`config.mk`:
```
export PLATFORM = sky130hd
export DESIGN_NAME = histogram_duplicate_report_unit_flat
export DESIGN_NICKNAME = d
export VERILOG_FILES = /design/src/rtl/hdr_pkg.sv /design/src/rtl/hdr_in_if.sv /design/src/rtl/hdr_out_if.sv /design/src/rtl/hdr_datapath.sv /design/src/rtl/hdr_ctrl.sv /design/src/rtl/histogram_duplicate_report_unit.sv /design/src/flat_wrapper.sv
export SDC_FILE = /design/constraint.sdc
export NUM_CORES = 1
export LEC_CHECK = 0
export BUFFER_PORTS_ARGS = -buffer_cell sky130_fd_sc_hd__buf_4
export CAP_MARGIN = 25
export CORE_UTILIZATION = 41
export DETAILED_ROUTE_END_ITERATION = 8
export PLACE_DENSITY = 0.6
export SLEW_MARGIN = 0
export SYNTH_ARGS = -nofsm -noshare
export SYNTH_HDL_FRONTEND = slang
export SYNTH_SLANG_ARGS = --single-unit
```
`constraint.sdc`:
```
create_clock -name clk -period 9.39 [get_ports clk]
set_clock_uncertainty 0.15 [all_clocks]
set_input_delay 0.939 -clock clk [delete_from_list [all_inputs] [get_ports clk]]
set_output_delay 0.939 -clock clk [all_outputs]
set_load 0.1 [all_outputs]
```
`src/rtl/hdr_pkg.sv`:
```
`timescale 1ns / 1ps

package hdr_pkg;

    // Fixed field widths of the item channels.
    localparam int VAL_W       = 6;
    localparam int OUT_CNT_W   = 16;
    localparam logic [OUT_CNT_W-1:0] OUT_CNT_MAX = '1;
    localparam logic [VAL_W-1:0]     MAX_VALUE_RESET = 6'd63;

    // Commands from the controller to the datapath.
    typedef struct packed {
        logic load_item;   // capture the input item and read its counter
        logic update;      // write back the incremented counter
        logic scan_init;   // start a scan at entry zero
        logic scan_read;   // read the entry under the scan index
        logic idx_inc;     // advance the scan index
        logic pend_load;   // hold the current entry as the pending duplicate
        logic emit_pend;   // send the pending duplicate, more to follow
        logic emit_final;  // send the closing item of the report
        logic clear_set;   // forget all counts and the error flag
    } hdr_cmd_t;

    // Status from the datapath to the controller.
    typedef struct packed {
        logic in_valid;    // an input item is offered
        logic last;        // the captured item closes the set
        logic is_dup;      // the entry just read was seen more than once
        logic pend_valid;  // a duplicate waits to be sent
        logic out_free;    // the output register can take an item now
        logic scan_done;   // the scan index sits on the last entry
    } hdr_status_t;

endpackage

```
`src/rtl/hdr_in_if.sv`:
```
`timescale 1ns / 1ps

interface hdr_in_if;
    import hdr_pkg::*;

    logic             valid;
    logic             ready;
    logic [VAL_W-1:0] value;
    logic             last_item;

    modport source (output valid, output value, output last_item, input ready);
    modport sink (input valid, input value, input last_item, output ready);
endinterface

```
`src/rtl/hdr_out_if.sv`:
```
`timescale 1ns / 1ps

interface hdr_out_if;
    import hdr_pkg::*;

    logic                 valid;
    logic                 ready;
    logic [VAL_W-1:0]     dup_value;
    logic [OUT_CNT_W-1:0] dup_count;
    logic                 none_found;
    logic                 range_error;
    logic                 run_end;

    modport source (
        output valid, output dup_value, output dup_count, output none_found,
        output range_error, output run_end, input ready
    );
    modport sink (
        input valid, input dup_value, input dup_count, input none_found,
        input range_error, input run_end, output ready
    );
endinterface

```
`src/rtl/hdr_datapath.sv`:
```
`timescale 1ns / 1ps

module hdr_datapath #(
    parameter int HIST_DEPTH  = 64,
    parameter int COUNT_WIDTH = 16
) (
    input  logic                         clk,
    input  logic                         rst_n,
    input  logic                         cfg_we,
    input  logic [hdr_pkg::VAL_W-1:0]    cfg_wdata,
    input  logic                         in_valid,
    input  logic [hdr_pkg::VAL_W-1:0]    in_value,
    input  logic                         in_last,
    input  logic                         out_ready,
    output logic                         out_valid,
    output logic [hdr_pkg::VAL_W-1:0]    out_dup_value,
    output logic [hdr_pkg::OUT_CNT_W-1:0] out_dup_count,
    output logic                         out_none_found,
    output logic                         out_range_error,
    output logic                         out_run_end,
    input  hdr_pkg::hdr_cmd_t            cmd,
    output hdr_pkg::hdr_status_t         status
);
    import hdr_pkg::*;

    localparam int AW    = (HIST_DEPTH > 1) ? $clog2(HIST_DEPTH) : 1;
    localparam int EXT_W = (COUNT_WIDTH > OUT_CNT_W) ? COUNT_WIDTH : OUT_CNT_W;
    localparam int CMP_W = VAL_W + 1;

    // Histogram store and its per-entry valid bits.
    logic [COUNT_WIDTH-1:0] hist_mem [HIST_DEPTH];
    logic [HIST_DEPTH-1:0]  valid_reg;

    logic [VAL_W-1:0]       max_value_reg;
    logic                   overflow_reg;
    logic [VAL_W-1:0]       value_reg;
    logic                   last_reg;
    logic [AW-1:0]          idx_reg;
    logic [AW-1:0]          top_reg;
    logic [COUNT_WIDTH-1:0] rd_data_reg;
    logic                   rd_valid_reg;
    logic [AW-1:0]          pend_idx_reg;
    logic [COUNT_WIDTH-1:0] pend_count_reg;
    logic                   pend_valid_reg;

    logic                   out_valid_reg;
    logic [VAL_W-1:0]       out_value_reg;
    logic [OUT_CNT_W-1:0]   out_count_reg;
    logic                   out_none_reg;
    logic                   out_err_reg;
    logic                   out_end_reg;

    logic [AW-1:0]          rd_addr;
    logic                   in_range;
    logic [COUNT_WIDTH-1:0] count_cur;
    logic [COUNT_WIDTH-1:0] count_inc;
    logic [AW-1:0]          top_next;
    logic [EXT_W-1:0]       pend_ext;
    logic [OUT_CNT_W-1:0]   pend_count_out;
    logic                   out_free;

    // Read address: the incoming value while loading, the scan index otherwise.
    assign rd_addr = cmd.load_item ? in_value[AW-1:0] : idx_reg;

    // A value is counted only at or below max_value and inside the store.
    assign in_range = (value_reg <= max_value_reg) &&
                      (CMP_W'(value_reg) < CMP_W'(HIST_DEPTH));

    // Saturating increment; an entry not yet written reads as zero.
    assign count_cur = rd_valid_reg ? rd_data_reg : '0;
    assign count_inc = (count_cur == '1) ? count_cur : count_cur + COUNT_WIDTH'(1);

    // The scan stops at the smaller of max_value and the last entry.
    always_comb
    begin
        if (CMP_W'(max_value_reg) > CMP_W'(HIST_DEPTH - 1))
        begin
            top_next = AW'(HIST_DEPTH - 1);
        end
        else
        begin
            top_next = max_value_reg[AW-1:0];
        end
    end

    // Reported count is clipped to the output field.
    assign pend_ext       = EXT_W'(pend_count_reg);
    assign pend_count_out = (pend_ext > EXT_W'(OUT_CNT_MAX)) ? OUT_CNT_MAX
                                                              : pend_ext[OUT_CNT_W-1:0];

    assign out_free = !out_valid_reg || out_ready;

    // Memory write and registered read.
    always_ff @(posedge clk)
    begin
        if (cmd.update && in_range)
        begin
            hist_mem[value_reg[AW-1:0]] <= count_inc;
        end
        if (cmd.load_item || cmd.scan_read)
        begin
            rd_data_reg <= hist_mem[rd_addr];
        end
    end

    // Control state of the datapath.
    always_ff @(posedge clk or negedge rst_n)
    begin
        if (!rst_n)
        begin
            valid_reg      <= '0;
            max_value_reg  <= MAX_VALUE_RESET;
            overflow_reg   <= 1'b0;
            pend_valid_reg <= 1'b0;
            out_valid_reg  <= 1'b0;
        end
        else
        begin
            if (cfg_we)
            begin
                max_value_reg <= cfg_wdata;
            end
            if (cmd.update)
            begin
                if (in_range)
                begin
                    valid_reg[value_reg[AW-1:0]] <= 1'b1;
                end
                else
                begin
                    overflow_reg <= 1'b1;
                end
            end
            if (cmd.scan_init)
            begin
                pend_valid_reg <= 1'b0;
            end
            else if (cmd.pend_load)
            begin
                pend_valid_reg <= 1'b1;
            end
            if (cmd.clear_set)
            begin
                valid_reg      <= '0;
                overflow_reg   <= 1'b0;
                pend_valid_reg <= 1'b0;
            end
            if (cmd.emit_pend || cmd.emit_final)
            begin
                out_valid_reg <= 1'b1;
            end
            else if (out_ready)
            begin
                out_valid_reg <= 1'b0;
            end
        end
    end

    // Payload registers.
    always_ff @(posedge clk)
    begin
        if (cmd.load_item)
        begin
            value_reg <= in_value;
            last_reg  <= in_last;
        end
        if (cmd.load_item || cmd.scan_read)
        begin
            rd_valid_reg <= valid_reg[rd_addr];
        end
        if (cmd.scan_init)
        begin
            idx_reg <= '0;
            top_reg <= top_next;
        end
        else if (cmd.idx_inc)
        begin
            idx_reg <= idx_reg + AW'(1);
        end
        if (cmd.pend_load)
        begin
            pend_idx_reg   <= idx_reg;
            pend_count_reg <= rd_data_reg;
        end
        if (cmd.emit_pend || (cmd.emit_final && pend_valid_reg))
        begin
            out_value_reg <= VAL_W'(pend_idx_reg);
            out_count_reg <= pend_count_out;
            out_none_reg  <= 1'b0;
            out_err_reg   <= overflow_reg;
            out_end_reg   <= cmd.emit_final;
        end
        else if (cmd.emit_final)
        begin
            out_value_reg <= '0;
            out_count_reg <= '0;
            out_none_reg  <= 1'b1;
            out_err_reg   <= overflow_reg;
            out_end_reg   <= 1'b1;
        end
    end

    // Status to the controller.
    always_comb
    begin
        status.in_valid   = in_valid;
        status.last       = last_reg;
        status.is_dup     = rd_valid_reg && (rd_data_reg > COUNT_WIDTH'(1));
        status.pend_valid = pend_valid_reg;
        status.out_free   = out_free;
        status.scan_done  = (idx_reg == top_reg);
    end

    assign out_valid       = out_valid_reg;
    assign out_dup_value   = out_value_reg;
    assign out_dup_count   = out_count_reg;
    assign out_none_found  = out_none_reg;
    assign out_range_error = out_err_reg;
    assign out_run_end     = out_end_reg;

    // A result is never loaded over one that is still waiting.
    a_emit_when_free: assert property (@(posedge clk) disable iff (!rst_n)
        (cmd.emit_pend || cmd.emit_final) |-> out_free)
        else $error("result loaded over a waiting result");

    // Closing the report leaves an empty set behind.
    a_clear_empties: assert property (@(posedge clk) disable iff (!rst_n)
        cmd.clear_set |=> (valid_reg == '0) && !overflow_reg && !pend_valid_reg)
        else $error("set not cleared after report");

    // A pending duplicate is only ever overwritten while it is being sent.
    a_pend_sent: assert property (@(posedge clk) disable iff (!rst_n)
        (cmd.pend_load && pend_valid_reg) |-> cmd.emit_pend)
        else $error("pending duplicate dropped");

    // A none-found item always closes the report.
    a_none_closes: assert property (@(posedge clk) disable iff (!rst_n)
        $rose(out_valid_reg) && out_none_reg |-> out_end_reg)
        else $error("none-found item does not close the report");

endmodule

```
`src/rtl/hdr_ctrl.sv`:
```
`timescale 1ns / 1ps

module hdr_ctrl (
    input  logic                 clk,
    input  logic                 rst_n,
    input  hdr_pkg::hdr_status_t status,
    output hdr_pkg::hdr_cmd_t    cmd,
    output logic                 in_ready
);
    import hdr_pkg::*;

    typedef enum logic [2:0] {
        ST_IDLE,
        ST_UPDATE,
        ST_SCAN_RD,
        ST_SCAN_CHK,
        ST_FINISH
    } state_t;

    state_t state_reg;
    state_t state_next;
    logic   ready_reg;
    logic   ready_next;

    // Next state and commands.
    always_comb
    begin
        state_next = state_reg;
        cmd        = '0;
        case (state_reg)
            ST_IDLE:
            begin
                if (status.in_valid)
                begin
                    cmd.load_item = 1'b1;
                    state_next    = ST_UPDATE;
                end
            end
            ST_UPDATE:
            begin
                cmd.update = 1'b1;
                if (status.last)
                begin
                    cmd.scan_init = 1'b1;
                    state_next    = ST_SCAN_RD;
                end
                else
                begin
                    state_next = ST_IDLE;
                end
            end
            ST_SCAN_RD:
            begin
                cmd.scan_read = 1'b1;
                state_next    = ST_SCAN_CHK;
            end
            ST_SCAN_CHK:
            begin
                // A new duplicate pushes the held one out, so wait for room.
                if (!(status.is_dup && status.pend_valid && !status.out_free))
                begin
                    cmd.pend_load = status.is_dup;
                    cmd.emit_pend = status.is_dup && status.pend_valid;
                    if (status.scan_done)
                    begin
                        state_next = ST_FINISH;
                    end
                    else
                    begin
                        cmd.idx_inc = 1'b1;
                        state_next  = ST_SCAN_RD;
                    end
                end
            end
            ST_FINISH:
            begin
                if (status.out_free)
                begin
                    cmd.emit_final = 1'b1;
                    cmd.clear_set  = 1'b1;
                    state_next     = ST_IDLE;
                end
            end
            default:
            begin
                state_next = ST_IDLE;
            end
        endcase
        ready_next = (state_next == ST_IDLE);
    end

    // State and registered ready.
    always_ff @(posedge clk or negedge rst_n)
    begin
        if (!rst_n)
        begin
            state_reg <= ST_IDLE;
            ready_reg <= 1'b1;
        end
        else
        begin
            state_reg <= state_next;
            ready_reg <= ready_next;
        end
    end

    assign in_ready = ready_reg;

endmodule

```
`src/rtl/histogram_duplicate_report_unit.sv`:
```
`timescale 1ns / 1ps

// Histogram duplicate report. Each input item carries one value, which is
// counted in a store of HIST_DEPTH saturating counters; values above
// max_value are not counted and set the range error flag. Each item has its
// counter read from the histogram memory and then written back. The item
// marked last_item starts a report: the store is scanned from zero to
// min(max_value, HIST_DEPTH - 1), each entry read through the single memory
// read port and then checked, with stalls while the output is not taken.
// Duplicates come out in ascending order, the last with run_end set; a set
// without duplicates gives one none-found item. The store and the flag are
// then cleared through the valid bits, and input is taken again.
module histogram_duplicate_report_unit #(
    parameter int HIST_DEPTH  = 64,
    parameter int COUNT_WIDTH = 16
) (
    input  logic                      clk,
    input  logic                      rst_n,
    input  logic                      cfg_we,
    input  logic [hdr_pkg::VAL_W-1:0] cfg_wdata,
    hdr_in_if.sink                    in_ch,
    hdr_out_if.source                 out_ch
);
    import hdr_pkg::*;

    hdr_cmd_t    cmd;
    hdr_status_t status;
    logic        in_ready;

    hdr_ctrl u_ctrl (
        .clk      (clk),
        .rst_n    (rst_n),
        .status   (status),
        .cmd      (cmd),
        .in_ready (in_ready)
    );

    hdr_datapath #(
        .HIST_DEPTH  (HIST_DEPTH),
        .COUNT_WIDTH (COUNT_WIDTH)
    ) u_datapath (
        .clk             (clk),
        .rst_n           (rst_n),
        .cfg_we          (cfg_we),
        .cfg_wdata       (cfg_wdata),
        .in_valid        (in_ch.valid),
        .in_value        (in_ch.value),
        .in_last         (in_ch.last_item),
        .out_ready       (out_ch.ready),
        .out_valid       (out_ch.valid),
        .out_dup_value   (out_ch.dup_value),
        .out_dup_count   (out_ch.dup_count),
        .out_none_found  (out_ch.none_found),
        .out_range_error (out_ch.range_error),
        .out_run_end     (out_ch.run_end),
        .cmd             (cmd),
        .status          (status)
    );

    assign in_ch.ready = in_ready;

endmodule

```
`src/flat_wrapper.sv`:
```
// flat-port wrapper written by rule: the top's interface ports become plain ports
module histogram_duplicate_report_unit_flat import hdr_pkg::*;
#(
    parameter int HIST_DEPTH  = 64,
    parameter int COUNT_WIDTH = 16
)
  (clk, rst_n, cfg_we, cfg_wdata, in_ch_valid, in_ch_value, in_ch_last_item, in_ch_ready, out_ch_valid, out_ch_dup_value, out_ch_dup_count, out_ch_none_found, out_ch_range_error, out_ch_run_end, out_ch_ready);
  hdr_in_if in_ch_i ();
  hdr_out_if out_ch_i ();
  input  logic clk;
  input  logic rst_n;
  input  logic cfg_we;
  input  logic [hdr_pkg::VAL_W-1:0] cfg_wdata;
  input wire logic [$bits(in_ch_i.valid)-1:0] in_ch_valid;
  input wire logic [$bits(in_ch_i.value)-1:0] in_ch_value;
  input wire logic [$bits(in_ch_i.last_item)-1:0] in_ch_last_item;
  output wire logic [$bits(in_ch_i.ready)-1:0] in_ch_ready;
  output wire logic [$bits(out_ch_i.valid)-1:0] out_ch_valid;
  output wire logic [$bits(out_ch_i.dup_value)-1:0] out_ch_dup_value;
  output wire logic [$bits(out_ch_i.dup_count)-1:0] out_ch_dup_count;
  output wire logic [$bits(out_ch_i.none_found)-1:0] out_ch_none_found;
  output wire logic [$bits(out_ch_i.range_error)-1:0] out_ch_range_error;
  output wire logic [$bits(out_ch_i.run_end)-1:0] out_ch_run_end;
  input wire logic [$bits(out_ch_i.ready)-1:0] out_ch_ready;
  assign in_ch_i.valid = in_ch_valid;
  assign in_ch_i.value = in_ch_value;
  assign in_ch_i.last_item = in_ch_last_item;
  assign in_ch_ready = in_ch_i.ready;
  assign out_ch_valid = out_ch_i.valid;
  assign out_ch_dup_value = out_ch_i.dup_value;
  assign out_ch_dup_count = out_ch_i.dup_count;
  assign out_ch_none_found = out_ch_i.none_found;
  assign out_ch_range_error = out_ch_i.range_error;
  assign out_ch_run_end = out_ch_i.run_end;
  assign out_ch_i.ready = out_ch_ready;
  histogram_duplicate_report_unit #(.HIST_DEPTH(HIST_DEPTH), .COUNT_WIDTH(COUNT_WIDTH)) u_core (.clk(clk), .rst_n(rst_n), .cfg_we(cfg_we), .cfg_wdata(cfg_wdata), .in_ch(in_ch_i), .out_ch(out_ch_i));
endmodule
```
== Yosys cells after proc, flatten, opt, wreduce, memory -nomap -nowiden ==
Memory sizes are Yosys's and may differ from the RTL's. A register that Yosys moved wholly into a read port is not among the register bits.
Index checks and enable logic that the tools add are counted.
Word-level totals
  bits in writable memories: 1024
  logic and storage cells: 102
  register bits after elaboration: 144
  input bits: 18
  memories kept: 1
Memories
  u_core.u_datapath.hist_mem: depth 64, width 16, rd ports 1, clocked after Yosys merged registers in 1, wr ports 1, line hdr_datapath.sv:31  | logic [COUNT_WIDTH-1:0] hist_mem [HIST_DEPTH];
Cells by class
  mux-type cells: 45
  reductions and logical operators: 21
  order comparisons: 6
  equality and inequality tests: 7
  bitwise operators: 1
  add/sub/neg operators: 2
Operator list (number)
  $mux 64: 3
  $mux 16: 5
  $or 64x64->64: 1
  $mux 1: 21
  $mux 3: 6
  $mux 6: 3
  $add 16x1->16 const B: 1
  $eq 16x16->1 const B: 1
  $gt 16x1->1 const B: 1
  $gt 16x16->1 const B: 1
  $pmux 3 s5: 1
  $lt 6x7->1 const B: 2
  $mux 2: 4
  $reduce_bool 2->1: 4
  $add 6x1->6 const B: 1
  $bmux 1 s6: 1
  $demux 1 s6: 1
  $eq 3x2->1 const B: 2
  $eq 6x6->1: 1
  $ge 6x1->1 const B: 1
  $le 6x6->1: 1
  $logic_and 1x1->1: 6
  $logic_not 3->1: 2
  $logic_or 1x1->1: 4
  other kinds (6): 8

== Longest topological paths before layout ==
  depth in word-level cells: 9
  mapped depth: 12
  depth with buffers taken out: 9

== Modules after synthesis ==
From an unflattened synthesis, not the netlist that was laid out.
Unflattened totals
  cell total of the unflattened synthesis: 4955
  area, all modules: 54792.6 um^2
Modules (own cells, without submodules)
  hdr_datapath: times used 1, cells an instance 4927, area each 54499.8 um^2
  hdr_ctrl: times used 1, cells an instance 28, area each 292.8 um^2

== Least setup slack after synthesis ==
OpenSTA, ideal clock, no wires.
  path kind: reg-to-reg
  start: register u_core.u_datapath.rd_valid_reg
  end: memory u_core.u_datapath.hist_mem[0][3] (data pin)
  arrival: 3.565 ns
  buffers on the path: 1
  slack: 5.108 ns
  stages on the path, launching flop included: 8
  required time: 8.673 ns
  path through: edfxtp_1 clkbuf_1 and2_1 ha_1 nand4_1 nor3_1 a31oi_1 xnor2_1
Between the ends
  cells in the longest elaborated chain, start to end: 3
  elaborated cells between the ends (all ways): 4
Ends and longest elaborated chain
  start, declared: line hdr_datapath.sv:41  | logic rd_valid_reg;
  start signal, assigned: line hdr_datapath.sv:169  | rd_valid_reg <= valid_reg[rd_addr];
  $mux 16 *: line hdr_datapath.sv:70  | assign count_cur = rd_valid_reg ? rd_data_reg : '0;
  $add 16x1->16 or $eq 16x16->1 (tied branches): line hdr_datapath.sv:71  | assign count_inc = (count_cur == '1) ? count_cur : count_cur + COUNT_WIDTH'(1);
  $mux 16 *: line hdr_datapath.sv:71
  net u_core.u_datapath.count_inc[3]: line hdr_datapath.sv:56  | logic [COUNT_WIDTH-1:0] count_inc;
  end, declared: line hdr_datapath.sv:31
The timed path passes the listed nets; every way through them passes the cells marked *.

== Worst setup path after layout ==
  start: register u_core.u_ctrl.state_reg[2]
  end: register u_core.u_datapath.rd_data_reg[8], read port of u_core.u_datapath.hist_mem (data pin)
Between the ends
  cells in the longest elaborated chain, start to end: 3
  elaborated cells between the ends (all ways): 6
Ends and longest elaborated chain
  start, declared: line hdr_ctrl.sv:20  | state_t state_reg;
  start signal, assigned: line hdr_ctrl.sv:102  | state_reg <= state_next;
  $logic_not 3->1 or $eq 3x2->1 (tied branches): line hdr_ctrl.sv:30  | case (state_reg)
  $mux 1: line hdr_ctrl.sv:30
  $mux 6 or $logic_or 1x1->1 (tied branches): line hdr_datapath.sv:63, hdr_datapath.sv:100
  end, declared: line hdr_datapath.sv:40  | logic [COUNT_WIDTH-1:0] rd_data_reg;
Several ways; a longest one is shown, not always the timed one.
A chain may end at the register's enable or synchronous reset.

==> impl_metrics.env <==
export IMPL_grt_max_degree=145
export IMPL_routedWlPerCell_um=26.2
export IMPL_synth_edf_count=1100
export IMPL_post_place_ws_ns=4.04
export IMPL_setup_viol=0
export IMPL_fp_dieArea_sq_um=115000
export IMPL_p_total_mw=17.4
export IMPL_status="completed"
export IMPL_firstDrtPassIters=7
export IMPL_postCtsSetupBuffers=0
export IMPL_ys_ff_latch=1184
export IMPL_hold_viol_final=0
export IMPL_antenna_left=0
export IMPL_wl_um=136000
export IMPL_io_buffers=44
export IMPL_synth_most_common_cell="edfxtp_1"
export IMPL_cts_tree="yes"
export IMPL_grt_pass1_wl_um=197000
export IMPL_die_y_um=340
export IMPL_worstReg2RegStart="u_core.u_ctrl.state_reg[2]$_DFF_PN0_"
export IMPL_largest_reg_flops=1024
export IMPL_cap_viol_max_count=0
export IMPL_root_buffer="clkbuf_16"
export IMPL_initial_core_util_pct=41.5
export IMPL_synth_area_leaders="edfxtp_1 71%, nand2_1 7.9%, dfrtp_1 3.8%"
export IMPL_grt_pass1_vias=28194
export IMPL_clock_sinks=1184
export IMPL_area_growth_pct=14.1
export IMPL_ys_types=51
export IMPL_gp_congestion=0.862
export IMPL_crit_path_end_kind="flip-flop"
export IMPL_crit_required_ns=9.68
export IMPL_synth_nets=3523
export IMPL_period_needed_ns=4.92
export IMPL_cts_buffers_inserted=119
export IMPL_drive_above_1_share_pct=12.1
export IMPL_placementRows=123
export IMPL_drc_errors=0
export IMPL_htreeDepth=3
export IMPL_layout_setup_ws_ns=4.47
export IMPL_coreArea_sq_um=113000
export IMPL_synth_top_area_share_pct=70.7
export IMPL_critPathKind="reg -> reg"
export IMPL_setup_worst_path_start="u_core.u_ctrl.state_reg[2]$_DFF_PN0_"
export IMPL_die_x_um=340
export IMPL_viasPerCell=5.76
export IMPL_p_per_area_nw_per_um2=326
export IMPL_hold_path_class="in -> reg"
export IMPL_drt_iter0_drc=3853
export IMPL_antenna_found_initial=5
export IMPL_synthArstFlopShare_pct=6.50
export IMPL_post_dp_hpwl_um=77400
export IMPL_cts_buffer_depth=3
export IMPL_nets=3605
export IMPL_max_slew_margin_rel_pct=25.3
export IMPL_synth_seq_area_share_pct=75.2
export IMPL_fmax_mhz=203
export IMPL_yosys_warnings=0
export IMPL_rsz0062_at_grt="false"
export IMPL_worstPathMaxFanout=106
export IMPL_clk_latency_ns=0.70
export IMPL_synth_cells=3497
export IMPL_ir_worst_vdd_uv=367
export IMPL_num_vias=29865
export IMPL_path_clk_slew_ns=0.06
export IMPL_period_share_pct=52.4
export IMPL_slew_violations=0
export IMPL_synth_top_flop_cell="edfxtp_1"
export IMPL_worst_setup_path_start_kind="flip-flop"
export IMPL_cp_arrival_ns=5.21
export IMPL_tightest_slew_ns=1.12
export IMPL_synth_common_cells="1,100 x edfxtp_1, 988 x nand2_1, 335 x nand3_1"
export IMPL_overflow=0
export IMPL_setup_tns_ns=0
export IMPL_track_usage_pct=23.3
export IMPL_post_route_util_pct=47.3
export IMPL_syn_area_sq_um=46700
export IMPL_post_synth_cell_area_avg_sq_um=13.4
export IMPL_min_from="in_ch_last_item"
export IMPL_ios=45
export IMPL_p_leak_nw=17.9
export IMPL_synth_top_cell_by_area="edfxtp_1"
-- layer usage --
layer	part of all wire [%]	GRT usage, %	vias up	wire length, um
met3	10	4.01	214	13600
met1	41	33.6	15026	56000
met5	0	0	-	0
met2	46	35.9	1610	62200
met4	2.9	7.53	0	4000
li1	-	-	13015	-
-- critical path, cell delays in order (launching register included) --
cell      delay, ns
dfrtp_1        0.36
buf_4          0.20
nor4b_4        0.27
buf_4          0.39
mux2_8         0.68
nor2_4         0.63
buf_4          0.74
nand3_1        0.16
nand4_1        0.33
nand4_1        0.35
nand4b_1       0.29
-- final timing paths --
check | endpoint | cells after the start | slack [ns]
setup / recovery | u_core.u_datapath.rd_data_reg[8]$_DFFE_PP_ | 10 | 4.47
hold / removal | u_core.u_datapath.last_reg$_DFFE_PP_ | 1 | 0.27
setup reg to reg | u_core.u_datapath.rd_data_reg[8]$_DFFE_PP_ | 10 | 4.47
hold reg to reg | u_core.u_datapath.out_none_found$_SDFFE_PP0P_ | 1 | 0.34
max in group asynchronous | u_core.u_datapath.valid_reg[34]$_DFFE_PN0P_ | 4 | 7.70
min in group asynchronous | u_core.u_datapath.valid_reg[3]$_DFFE_PN0P_ | 2 | 0.47
-- report_power, final --
part / leakage (nW) / internal [mW] / switching (mW)
logic: 5.25 / 1.21 / 4.36
registers: 10.8 / 6.95 / 0.221
clock network: 1.87 / 2.66 / 1.96
total: 17.9 / 10.8 / 6.55
-- cells by family after synthesis --
kind of cell | count (synthesis) | synth area share [%]
xor+xnor | 24 | 0.450
fa+ha+maj | 8 | 0.214
buf+inv | 220 | 2.38
compound gates | 194 | 2.98
simple gates | 1781 | 16.9
flops | 1184 | 75.2
mux | 86 | 1.90
-- final cells by class --
class | count | area (sq um)
Antenna cell | 2 | 5.00
Clock buffer | 185 | 3540
Clock inverter | 37 | 284
Fill cell | 9867 | 59400
Inverter | 10 | 37.5
Multi-Input combinational cell | 2093 | 11000
Sequential cell | 1184 | 35100
Tap cell | 1500 | 1880
Timing Repair Buffer | 171 | 1400
-- cell usage in the layout, fill, tap and decap left out, types with 41 or more instances in the layout --
cell       synthesis  routed
a31oi_1          105     105
a32oi_1           70      70
buf_4             22     157
clkbuf_1          74      41
clkbuf_16          0     125
dfrtp_1           70      70
edfxtp_1        1100    1100
mux2i_1           78      76
nand2_1          988     988
nand3_1          335     335
nand4_1          126     126
nor2_1           157     152
nor3_2             0      66
-- metrics by stage --
stage	instance area (sq um)	cells	hold WS [ns]
after CTS	53200	5176	0.234
after detailed placement	49400	4953	0.335
after global placement	49300	4948	0.300
after floorplan	46700	3497	0.256
after global routing	53300	5180	0.254
final	53300	5182	0.268
-- repair_timing --
action                                 CTS  global route
hold buffers                             1             0
endpoints found under the hold margin    8             0
gates resized for setup                  0             0
Note: power is estimated with default switching activity, not from simulation.
